[src/rtl/cle_pkg.sv]
// ----------------------------------------------------------------------------
// cle_pkg
// Shared types and constants of the canonical line editor.
// ----------------------------------------------------------------------------
`timescale 1ns / 1ps
`default_nettype none

package cle_pkg;

	localparam int LINE_DEPTH_DEF = 32;

	localparam logic [7:0] CH_BS  = 8'h08;
	localparam logic [7:0] CH_LF  = 8'h0A;
	localparam logic [7:0] CH_CR  = 8'h0D;
	localparam logic [7:0] CH_SP  = 8'h20;
	localparam logic [7:0] CH_DEL = 8'h7F;

	localparam logic [1:0] KIND_ECHO = 2'd0;
	localparam logic [1:0] KIND_LINE = 2'd1;
	localparam logic [1:0] KIND_END  = 2'd2;

	localparam int CFG_IDX_W = 2;

	localparam logic [CFG_IDX_W-1:0] REG_ECHO_ENABLE = 2'd0;
	localparam logic [CFG_IDX_W-1:0] REG_CRLF_EXPAND = 2'd1;
	localparam logic [CFG_IDX_W-1:0] REG_CR_TO_LF    = 2'd2;
	localparam logic [CFG_IDX_W-1:0] REG_LINE_SIZE   = 2'd3;

	localparam logic [5:0] LINE_SIZE_RST = 6'd32;
	localparam logic [5:0] LINE_SIZE_MIN = 6'd2;

	typedef enum logic [3:0] {
		ST_IDLE,
		ST_START,
		ST_ECHO_CR,
		ST_ECHO,
		ST_ERASE,
		ST_NL_CR,
		ST_NL,
		ST_DUMP_RD,
		ST_DUMP_OUT,
		ST_MARK
	} state_t;

endpackage

`default_nettype wire

[src/rtl/cle_ram.sv]
// ----------------------------------------------------------------------------
// cle_ram
// Generic single-write, single-read RAM with registered read data.
// ----------------------------------------------------------------------------
`timescale 1ns / 1ps
`default_nettype none

module cle_ram #(
	parameter int WIDTH = 8,
	parameter int DEPTH = 32
) (
	input  wire logic                     clk,
	input  wire logic                     we,
	input  wire logic [$clog2(DEPTH)-1:0] waddr,
	input  wire logic [WIDTH-1:0]         wdata,
	input  wire logic [$clog2(DEPTH)-1:0] raddr,
	output logic      [WIDTH-1:0]         rdata
);

	logic [WIDTH-1:0] mem_q [DEPTH];

	always_ff @(posedge clk) begin
		if (we) begin
			mem_q[waddr] <= wdata;
		end
		rdata <= mem_q[raddr];
	end

endmodule

`default_nettype wire

[src/rtl/canonical_line_editor.sv]
// ----------------------------------------------------------------------------
// canonical_line_editor
// Line editing of received bytes with echo, erase and line dump.
// ----------------------------------------------------------------------------
// Usage:
//   Input channel (in_valid/in_ready, rx_byte) takes one received byte per
//   transaction. Output channel (out_valid/out_ready) carries out_kind,
//   out_byte, line_length and last; last flags the final result of a byte.
//   Configuration (cfg_valid/cfg_ready, cfg_index, cfg_data) is always ready
//   and must only be written while the block is idle.
//   in_ready is high only while the sequencer is idle; each byte is worked
//   through one result at a time by a small sequencer around the line RAM.
//   After the input transaction the sequencer passes ST_START before the
//   first result, and ST_DUMP_RD as well when the line dump comes first;
//   echo and erase results follow at one per cycle while the receiver takes
//   them, and each line byte waits for its registered RAM read.
//   The output register holds a result until taken; a stalled receiver
//   stalls the sequencer. Reset empties the line and loads the register
//   defaults; the line RAM itself is not cleared.
// ----------------------------------------------------------------------------
`timescale 1ns / 1ps
`default_nettype none

module canonical_line_editor #(
	parameter int LINE_DEPTH = cle_pkg::LINE_DEPTH_DEF
) (
	input  wire logic                          clk,
	input  wire logic                          arst_n,
	input  wire logic                          in_valid,
	output logic                               in_ready,
	input  wire logic [7:0]                    rx_byte,
	output logic                               out_valid,
	input  wire logic                          out_ready,
	output logic      [1:0]                    out_kind,
	output logic      [7:0]                    out_byte,
	output logic      [4:0]                    line_length,
	output logic                               last,
	input  wire logic                          cfg_valid,
	output logic                               cfg_ready,
	input  wire logic [cle_pkg::CFG_IDX_W-1:0] cfg_index,
	input  wire logic [5:0]                    cfg_data
);

	import cle_pkg::*;

	localparam int         FW      = $clog2(LINE_DEPTH);
	localparam logic [5:0] DEPTH_W = 6'(LINE_DEPTH);

	state_t state_q, state_d;

	logic          echo_en_q, crlf_q, cr2lf_q;
	logic [5:0]    line_size_q;
	logic [FW-1:0] fill_q, rd_idx_q;
	logic [1:0]    erase_cnt_q;
	logic [7:0]    c_q;
	logic          erase_q, nl_q, fin_q;

	logic [5:0]    limit;
	logic [7:0]    c_map;
	logic          in_acc, is_erase, is_nl, is_ord, can_store, fin_ord;
	logic [5:0]    fill_ext, fill_inc;
	logic [7:0]    rd_data;
	logic          slot_free, emit, emit_last;
	logic [1:0]    emit_kind;
	logic [7:0]    emit_byte;
	state_t        post_st, dump_st;

	// configuration
	assign cfg_ready = 1'b1;

	always_ff @(posedge clk or negedge arst_n) begin
		if (!arst_n) begin
			echo_en_q   <= 1'b0;
			crlf_q      <= 1'b1;
			cr2lf_q     <= 1'b0;
			line_size_q <= LINE_SIZE_RST;
		end else if (cfg_valid) begin
			unique case (cfg_index)
				REG_ECHO_ENABLE: echo_en_q   <= cfg_data[0];
				REG_CRLF_EXPAND: crlf_q      <= cfg_data[0];
				REG_CR_TO_LF:    cr2lf_q     <= cfg_data[0];
				REG_LINE_SIZE:   line_size_q <= cfg_data;
				default:         ;
			endcase
		end
	end

	// stored-byte limit is the clamped capacity minus one
	always_comb begin
		priority if (line_size_q < LINE_SIZE_MIN) begin
			limit = LINE_SIZE_MIN - 6'd1;
		end else if (line_size_q > DEPTH_W) begin
			limit = DEPTH_W - 6'd1;
		end else begin
			limit = line_size_q - 6'd1;
		end
	end

	// input decode
	assign in_ready  = (state_q == ST_IDLE);
	assign in_acc    = in_valid && in_ready;
	assign c_map     = (cr2lf_q && rx_byte == CH_CR) ? CH_LF : rx_byte;
	assign is_erase  = (c_map == CH_BS) || (c_map == CH_DEL);
	assign is_nl     = (c_map == CH_LF) || (c_map == CH_CR);
	assign is_ord    = !is_erase && !is_nl;
	assign fill_ext  = 6'(fill_q);
	assign can_store = is_ord && (fill_ext < limit);
	assign fill_inc  = fill_ext + 6'(can_store);
	assign fin_ord   = is_ord && (fill_inc >= limit);

	cle_ram #(
		.WIDTH (8),
		.DEPTH (LINE_DEPTH)
	) u_line_ram (
		.clk   (clk),
		.we    (in_acc && can_store),
		.waddr (fill_q),
		.wdata (c_map),
		.raddr (rd_idx_q),
		.rdata (rd_data)
	);

	assign slot_free = !out_valid || out_ready;

	assign dump_st = (fill_q == '0) ? ST_MARK : ST_DUMP_RD;

	always_comb begin
		priority if (erase_q) begin
			post_st = ST_ERASE;
		end else if (nl_q) begin
			post_st = crlf_q ? ST_NL_CR : ST_NL;
		end else if (fin_q) begin
			post_st = dump_st;
		end else begin
			post_st = ST_IDLE;
		end
	end

	// next state
	always_comb begin
		state_d = state_q;
		unique case (state_q)
			ST_IDLE: begin
				if (in_acc) state_d = ST_START;
			end
			ST_START: begin
				if (echo_en_q) begin
					state_d = (crlf_q && c_q == CH_LF) ? ST_ECHO_CR : ST_ECHO;
				end else begin
					state_d = post_st;
				end
			end
			ST_ECHO_CR: begin
				if (slot_free) state_d = ST_ECHO;
			end
			ST_ECHO: begin
				if (slot_free) state_d = post_st;
			end
			ST_ERASE: begin
				if (slot_free && erase_cnt_q == 2'd2) state_d = ST_IDLE;
			end
			ST_NL_CR: begin
				if (slot_free) state_d = ST_NL;
			end
			ST_NL: begin
				if (slot_free) state_d = dump_st;
			end
			ST_DUMP_RD: begin
				state_d = ST_DUMP_OUT;
			end
			ST_DUMP_OUT: begin
				if (slot_free) begin
					state_d = (rd_idx_q + FW'(1) == fill_q) ? ST_MARK : ST_DUMP_RD;
				end
			end
			ST_MARK: begin
				if (slot_free) state_d = ST_IDLE;
			end
			default: state_d = ST_IDLE;
		endcase
	end

	// result selection
	always_comb begin
		emit      = 1'b0;
		emit_kind = KIND_ECHO;
		emit_byte = 8'h00;
		emit_last = 1'b0;
		unique case (state_q)
			ST_ECHO_CR: begin
				emit      = slot_free;
				emit_byte = CH_CR;
			end
			ST_ECHO: begin
				emit      = slot_free;
				emit_byte = c_q;
				emit_last = !(erase_q || fin_q);
			end
			ST_ERASE: begin
				emit      = slot_free;
				emit_byte = (erase_cnt_q == 2'd1) ? CH_SP : CH_BS;
				emit_last = (erase_cnt_q == 2'd2);
			end
			ST_NL_CR: begin
				emit      = slot_free;
				emit_byte = CH_CR;
			end
			ST_NL: begin
				emit      = slot_free;
				emit_byte = CH_LF;
			end
			ST_DUMP_OUT: begin
				emit      = slot_free;
				emit_kind = KIND_LINE;
				emit_byte = rd_data;
			end
			ST_MARK: begin
				emit      = slot_free;
				emit_kind = KIND_END;
				emit_last = 1'b1;
			end
			default: ;
		endcase
	end

	always_ff @(posedge clk or negedge arst_n) begin
		if (!arst_n) begin
			state_q     <= ST_IDLE;
			fill_q      <= '0;
			rd_idx_q    <= '0;
			erase_cnt_q <= '0;
			erase_q     <= 1'b0;
			nl_q        <= 1'b0;
			fin_q       <= 1'b0;
			out_valid   <= 1'b0;
		end else begin
			state_q <= state_d;
			if (in_acc) begin
				erase_q <= is_erase && (fill_q != '0);
				nl_q    <= is_nl;
				fin_q   <= is_nl || fin_ord;
				if (is_erase && fill_q != '0) begin
					fill_q <= fill_q - FW'(1);
				end else if (can_store) begin
					fill_q <= fill_q + FW'(1);
				end
			end
			if (state_q == ST_START) begin
				rd_idx_q    <= '0;
				erase_cnt_q <= '0;
			end
			if (emit && state_q == ST_ERASE) erase_cnt_q <= erase_cnt_q + 2'd1;
			if (emit && state_q == ST_DUMP_OUT) rd_idx_q <= rd_idx_q + FW'(1);
			if (emit && state_q == ST_MARK) fill_q <= '0;
			if (emit) begin
				out_valid <= 1'b1;
			end else if (out_ready) begin
				out_valid <= 1'b0;
			end
		end
	end

	always_ff @(posedge clk) begin
		if (in_acc) c_q <= c_map;
		if (emit) begin
			out_kind    <= emit_kind;
			out_byte    <= emit_byte;
			line_length <= (emit_kind == KIND_END) ? 5'(fill_q) : 5'd0;
			last        <= emit_last;
		end
	end

	a_fill_range: assert property (@(posedge clk) disable iff (!arst_n)
		6'(fill_q) < DEPTH_W)
		else $error("line fill beyond capacity");

	a_mark_clears: assert property (@(posedge clk) disable iff (!arst_n)
		emit && emit_kind == KIND_END |=> fill_q == '0)
		else $error("line not emptied after end marker");

	a_dump_idx: assert property (@(posedge clk) disable iff (!arst_n)
		state_q == ST_DUMP_OUT |-> rd_idx_q < fill_q)
		else $error("line dump reads past fill");

	a_last_idle: assert property (@(posedge clk) disable iff (!arst_n)
		emit && emit_last |=> state_q == ST_IDLE)
		else $error("sequencer busy after final result");

endmodule

`default_nettype wire

[config.mk]
export PLATFORM = sky130hd
export DESIGN_NAME = canonical_line_editor
export DESIGN_NICKNAME = d
export VERILOG_FILES = /design/src/rtl/cle_pkg.sv /design/src/rtl/cle_ram.sv /design/src/rtl/canonical_line_editor.sv
export SDC_FILE = /design/constraint.sdc
export NUM_CORES = 1
export LEC_CHECK = 0
export ABC_AREA = 1
export BUFFER_PORTS_ARGS = -buffer_cell sky130_fd_sc_hd__buf_4
export CORE_MARGIN = 3
export CORE_UTILIZATION = 55
export CTS_BUF_LIST = sky130_fd_sc_hd__clkbuf_4 sky130_fd_sc_hd__clkbuf_8
export DETAILED_ROUTE_END_ITERATION = 12
export MAX_ROUTING_LAYER = met4
export PLACE_DENSITY = 0.72
export SLEW_MARGIN = 20
export SYNTH_ARGS = -nofsm -noshare
export SYNTH_HDL_FRONTEND = slang
export SYNTH_HIERARCHICAL = 1
export SYNTH_SLANG_ARGS = --single-unit
[constraint.sdc]
create_clock -name clk -period 4.3 [get_ports clk]
set_clock_uncertainty 0.2 [all_clocks]
set_input_delay 0.215 -clock clk [delete_from_list [all_inputs] [get_ports clk]]
set_output_delay 0.215 -clock clk [all_outputs]
set_load 0.01 [all_outputs]
Word-level counts from Yosys, hierarchy flattened
Memory sizes are Yosys's and may differ from the RTL's. A register that Yosys moved wholly into a read port is not among the register bits.
Index checks and enable logic that the tools add are counted.
Widths: inputs -> output; s select.
{"block": "word_totals", "out_inout_bits": 19, "mem_count": 1, "latch_bits": 0, "mem_bits_ro": 0, "word_cells": 133, "in_bits": 21, "mem_bits_rw": 256, "register_bits": 53}
{"block": "classes", "bitwise": 0, "order_cmp": 4, "div_mod_pow": 0, "n_reduce_logical": 38, "muxes": 37, "eq_ne": 30, "multipliers": 0, "shift": 0, "add_sub_neg": 6}
{"memory": "u_line_ram.mem_q", "depth": 32, "width": 8, "read_ports": 1, "rd_clocked_by_memory_dff": 1, "wr": 1, "line": "cle_ram.sv:20", "rtl": "logic [WIDTH-1:0] mem_q [DEPTH];"}
{"operator": "$mux 4", "count": 14}
{"operator": "$eq 8x4->1 const B", "count": 5}
{"operator": "$pmux 4 s10", "count": 1}
{"operator": "$pmux 8 s5", "count": 1}
{"operator": "$mux 5", "count": 6}
{"operator": "$mux 6", "count": 3}
{"operator": "$eq 4x3->1 const B", "count": 4}
{"operator": "$ne 2x2->1 const B", "count": 7}
{"operator": "$logic_and 1x1->1", "count": 12}
{"operator": "$add 5x1->5 const B", "count": 2}
{"operator": "$reduce_and 2->1", "count": 5}
{"operator": "$eq 2x2->1 const B", "count": 4}
{"operator": "$eq 4x2->1 const B", "count": 2}
{"operator": "$eq 4x4->1 const B", "count": 2}
{"operator": "$eq 8x7->1 const B", "count": 1}
{"operator": "$mux 8", "count": 1}
{"operator": "$reduce_and 8->1", "count": 1}
{"operator": "$reduce_bool 2->1", "count": 4}
{"operator": "$reduce_or 7->1", "count": 1}
{"operator": "$add 5x1->6", "count": 1}
{"operator": "$ge 6x6->1", "count": 1}
{"operator": "$gt 6x6->1 const B", "count": 1}
{"operator": "$lt 5x6->1", "count": 1}
{"operator": "$lt 6x2->1 const B", "count": 1}
{"operator": "19 further kinds", "count": 34}

Depth between registers and ports, before layout
{"block": "depth", "depth_word": 12, "mapped_depth": 27, "ltp_nobuf": 27}

Hierarchy
Netlist, hierarchy kept.
{"mod": "cle_ram", "area_per_inst_um2": 10786.6, "seq_area_each_um2": 7847.5, "instances": 1, "cells_per_inst": 922}
{"mod": "canonical_line_editor", "area_per_inst_um2": 3380.7, "seq_area_each_um2": 1448.9, "instances": 1, "cells_per_inst": 399}

Least setup slack after synthesis
OpenSTA, ideal clock, no wires.
{"block": "synth_timing", "kind": "register -> register", "from": "reg line_size_q[0]", "to": "reg fin_q", "arrival_time_ps": 3257, "slack_ps": 704, "path_stages_with_launch": 27, "period_less_slack_ps": 3596, "path_buffers": 0, "t_required_ps": 3961, "setup_ps": 139, "cell_sequence": "dfrtp_1 -> inv_1 -> ha_1 -> inv_1 -> nor2_1 -> nand2_1 -> xnor2_1 -> o21ai_0 -> ha_1 -> and3_1 -> nand2_1 -> nand2_1 -> nor2_2 -> nand2_1 -> inv_1 -> ha_1 -> ha_1 -> nand3_1 -> xor2_1 -> ha_1 -> nand2_1 -> inv_1 -> o21ai_0 -> o2111a_1 -> o21ai_1 -> nand2_1 -> o21ai_1"}
{"block": "synth_between", "elab_chain_len": 9, "word_cells_on_any_way": 11, "cone_classes": "add/sub (2); order compare (4); mux (2); reduce/logical (3)"}
{"item": "start, declared", "line": "canonical_line_editor.sv:52", "rtl": "logic [5:0] line_size_q;"}
{"item": "start signal, assigned", "line": "canonical_line_editor.sv:82", "rtl": "REG_LINE_SIZE: line_size_q <= cfg_data;"}
{"item": "$sub 6x1->6 or $gt 6x6->1 (tied branches)", "line": "canonical_line_editor.sv:95, canonical_line_editor.sv:92"}
{"item": "$mux 6", "line": "canonical_line_editor.sv:92", "rtl": "end else if (line_size_q > DEPTH_W) begin"}
{"item": "$mux 6 *", "line": "canonical_line_editor.sv:90", "rtl": "priority if (line_size_q < LINE_SIZE_MIN) begin"}
{"item": "$lt 5x6->1", "line": "canonical_line_editor.sv:107", "rtl": "assign can_store = is_ord && (fill_ext < limit);"}
{"item": "$logic_and 1x1->1", "line": "canonical_line_editor.sv:107"}
{"item": "$add 5x1->6", "line": "canonical_line_editor.sv:108", "rtl": "assign fill_inc = fill_ext + 6'(can_store);"}
{"item": "$ge 6x6->1 *", "line": "canonical_line_editor.sv:109", "rtl": "assign fin_ord = is_ord && (fill_inc >= limit);"}
{"item": "$logic_and 1x1->1 *", "line": "canonical_line_editor.sv:109"}
{"item": "$logic_or 1x1->1 *", "line": "canonical_line_editor.sv:241", "rtl": "fin_q <= is_nl || fin_ord;"}
{"item": "end signal, assigned", "line": "canonical_line_editor.sv:241"}
{"item": "end, declared", "line": "canonical_line_editor.sv:56", "rtl": "logic erase_q, nl_q, fin_q;"}
Every way passes the cells marked *; elsewhere a longest branch is shown, timed or not.
A chain may end at the register's enable or synchronous reset.

Worst setup path after layout
Ends and elaborated chain as after synthesis.

==> reports/metrics.yaml <==
yosys:
  synth.area.top_cells: "edfxtp_1, nand2_1, nand3_1, dfrtp_1, buf_6"
  ys_seq_area_share_pct: 65.62
  synth_top_flop_cell: "edfxtp_1"
  yosys.area.top_type: "edfxtp_1"
  async_flop_share_pct: 9.148
  yosysMostFrequentCell: "nand2_1"
  ys_seq_elements: 317
  synth_cells: 1321
  avgSynthCellArea_sq_um: 10.72
  netlist_area_sq_um: 14170
  synth_edf_count: 280
  synth_common_cells: "nand2_1, edfxtp_1, nand3_1, nor2_1, inv_1"
  yosysTopAreaCellShare_pct: 59.35
  ys_types: 52
  synth-warning-count: 6
setup_path:
  rr_endpoint: "fin_q"
  crit_slowest_cell: "dfrtp_1"
  cp_data_arrival_time_ns: 4.21
  critPathMaxStageDelay_ns: 0.39
  end_kind: "flip-flop"
  r2r_start: "line_size_q[0]"
  critPathTopFamily: "adder cells"
  path_common_cell: "nand2_1"
  path_class: "reg2reg"
  cp_max_fo: 4
  startpoint_type: "flip-flop"
  worst_ep_required_time_ns: 4.56
  reg2reg_slack_ns: 0.35
  crit_buf_inv: 4
  reg2reg_depth: 26
  path_depth: 26
drt:
  num_vias: 9870
  firstDrtPassIters: 6
  route.detailed.drc: 0
  drtIter0Drc: 1069
  ant_nets: 0
  wl_microns: 32800
  avgRoutedWirePerCell_microns: 18.26
  viasPerCell: 5.496
placed_design:
  pre_cts_slack_ns: 0.2870
  dpl_cell_area_sq_um: 14750
  routabilityCongestion: 0.9218
  io_buffers: 38
  hpwl_microns: 19970
cells_and_area:
  diodes: 0
  stdcell_area_sq_um: 16240
  syn2layout_area_growth_pct: 14.61
  drive_gt1_share_pct: 15.48
  nets: 1469
clock_network:
  htreeDepth: 2
  cts_made_buffers: 51
  clockBufferDepth: 3
  root_buffer: "clkbuf_8"
  clk_pin_slew_worst_paths_ns: 0.06
  cts_tree: "built"
  cts.sinks: 317
  clk_latency_ns: 0.58
global_route:
  grt_pass1_wl_microns: 51670
  gr-total-overflow: 0
  antenna_found_initial: 0
  grt_pass1_vias: 9681
  grt_max_degree: 112
  grt.total_usage_pct: 24.18
die:
  chipWidth_microns: 166.5
  core_area_sq_um: 25250
  die_y_microns: 166.5
  die-area_sq_um: 27720
  initial_core_util_pct: 56.10
  fp-row-count: 58
  io_pins: 40
timing:
  max_clock_freq_ghz: 0.2535
  slew_headroom_pct: 37.74
  finalHoldViolations: 0
  tns_ns: 0
  fin_hold_ws_ns: 0.2377
  post-route-period-util_pct: 91.75
  rsz0062_at_grt: "false"
  drv_slew: 0
  worst_pin_slew_ns: 0.9338
  setup_ws_ns: 0.3546
  setup_violations: 0
  period_minus_slack_ns: 3.945
min_path:
  min_path_type: "in2reg"
  hold_start: "cfg_data[4]"
  hold_end: "line_size_q[4]"
  hold_depth: 3
power_and_ir_drop:
  ir_drop_uv: 346.8
  power_density_nw_per_um2: 550.5
  cellLeakagePower_uw: 0.006453
  finalPower_uw: 8938
job:
  cap_violations: 0
status:
  outcome: "complete, no violations"
[where the power goes]
part           leakage, uW  switching [uW]  internal, uW
registers          0.00296             196          3640
logic              0.00291            1540           755
clock network     0.000581            1150          1650
total              0.00645            2890          6050
[cells by family (layout without fill, tap and decap cells)]
kind of cell             count (synthesis)  count (layout)  share of synthesized area [%]
other                                    1               2                        0.02647
AO/OA/AOI/OAI                           55              55                          2.491
adder cells (fa/ha/maj)                 20              20                          1.819
buffers and inverters                  131             275                          5.052
multiplexers                             2               2                         0.1590
flip-flops                             317             317                          65.62
AND/OR/NAND/NOR                        782             782                          24.03
XOR/XNOR                                13              13                         0.8037
[cell type report]
| cell class | count | area [sq um] |
|---|---|---|
| Sequential cell | 317 | 9301 |
| Tap cell | 330 | 412.9 |
| Inverter | 71 | 272.8 |
| Multi-Input combinational cell | 874 | 4192 |
| Clock buffer | 70 | 850.8 |
| Clock inverter | 21 | 265.3 |
| Timing Repair Buffer | 113 | 942.2 |
| Fill cell | 1966 | 9017 |
[per-stage QoR]
step / cells / util, %
after CTS: 1795 / 64.12
after global placement: 1672 / 58.39
after global routing: 1796 / 64.29
final: 1796 / 64.29
after detailed placement: 1672 / 58.39
after floorplan: 1322 / -
[routing by layer]
metal / vias up / track usage, % / wire (microns)
li1: 4734 / - / -
met1: 4680 / 33.48 / 14070
met2: 395 / 37.30 / 15410
met3: 61 / 3.798 / 2409
met4: 0 / 7.891 / 904
met5: - / - / 0
[registers in the layout (all words and copies together), names as in the netlist, 4 cells and up]
name,flops
u_line_ram/mem_q,256
c_q,8
out_byte,8
u_line_ram/rdata,8
line_size_q,6
fill_q,5
line_length,5
rd_idx_q,5
state_q,4
[timing repair]
item / CTS / global route
resized for setup: 0 / 13
setup endpoints to repair: 0 / 37
hold buffers: 32 / 0
buffers inserted: 0 / 1
hold endpoints to repair: 211 / 0
[worst max-delay path by stage]
| stage | from | to | slack (ns) |
|---|---|---|---|
| finish | line_size_q[0] | fin_q | 0.35 |
| global route | line_size_q[0] | fin_q | 0.004 |
| CTS | line_size_q[0] | u_line_ram/mem_q[4][1] | 0.27 |
| detailed placement | line_size_q[0] | u_line_ram/mem_q[4][2] | 0.29 |
| global placement | line_size_q[0] | fin_q | 0.43 |
| floorplan | line_size_q[0] | fin_q | 0.70 |
[worst reg2reg max path, cell delays in order (launching register included)]
cell      delay [ns]
dfrtp_1         0.39
inv_2           0.10
ha_2            0.20
inv_1           0.06
nor2_4          0.12
nand2_1         0.08
xnor2_1         0.17
o21ai_2         0.09
ha_1            0.30
and3_1          0.18
nand2_1         0.06
nand2_1         0.06
nor2_2          0.11
nand2_1         0.06
inv_1           0.05
ha_2            0.19
ha_2            0.19
nand3_1         0.10
xor2_1          0.17
ha_1            0.28
nand2_1         0.10
inv_1           0.06
o21ai_1         0.13
o2111a_1        0.22
o21ai_1         0.06
nand2_1         0.05
o21ai_1         0.05
[cells in the final DEF, fill, tap and decap left out, types with 3 or more instances in the layout]
cell and n:
nand2_1 440, edfxtp_1 280, nand3_1 240, buf_4 80, nor2_1 62, inv_1 53
clkbuf_8 52, dlygate4sd3_1 31, dfrtp_1 25, clkbuf_4 18, ha_1 16, inv_2 13
a21oi_1 12, o21ai_0 12, o21ai_1 11, xor2_1 10, clkinv_1 10, dfxtp_1 8
nor2_2 7, nand2_2 6, o21ai_2 6, bufinv_16 6, nor3_1 5, nor2_4 5
nand4_1 4, nand3_2 3, nand2_4 3, xnor2_1 3, ha_2 3, clkinv_2 3
Power figures use the tool's default switching activity.
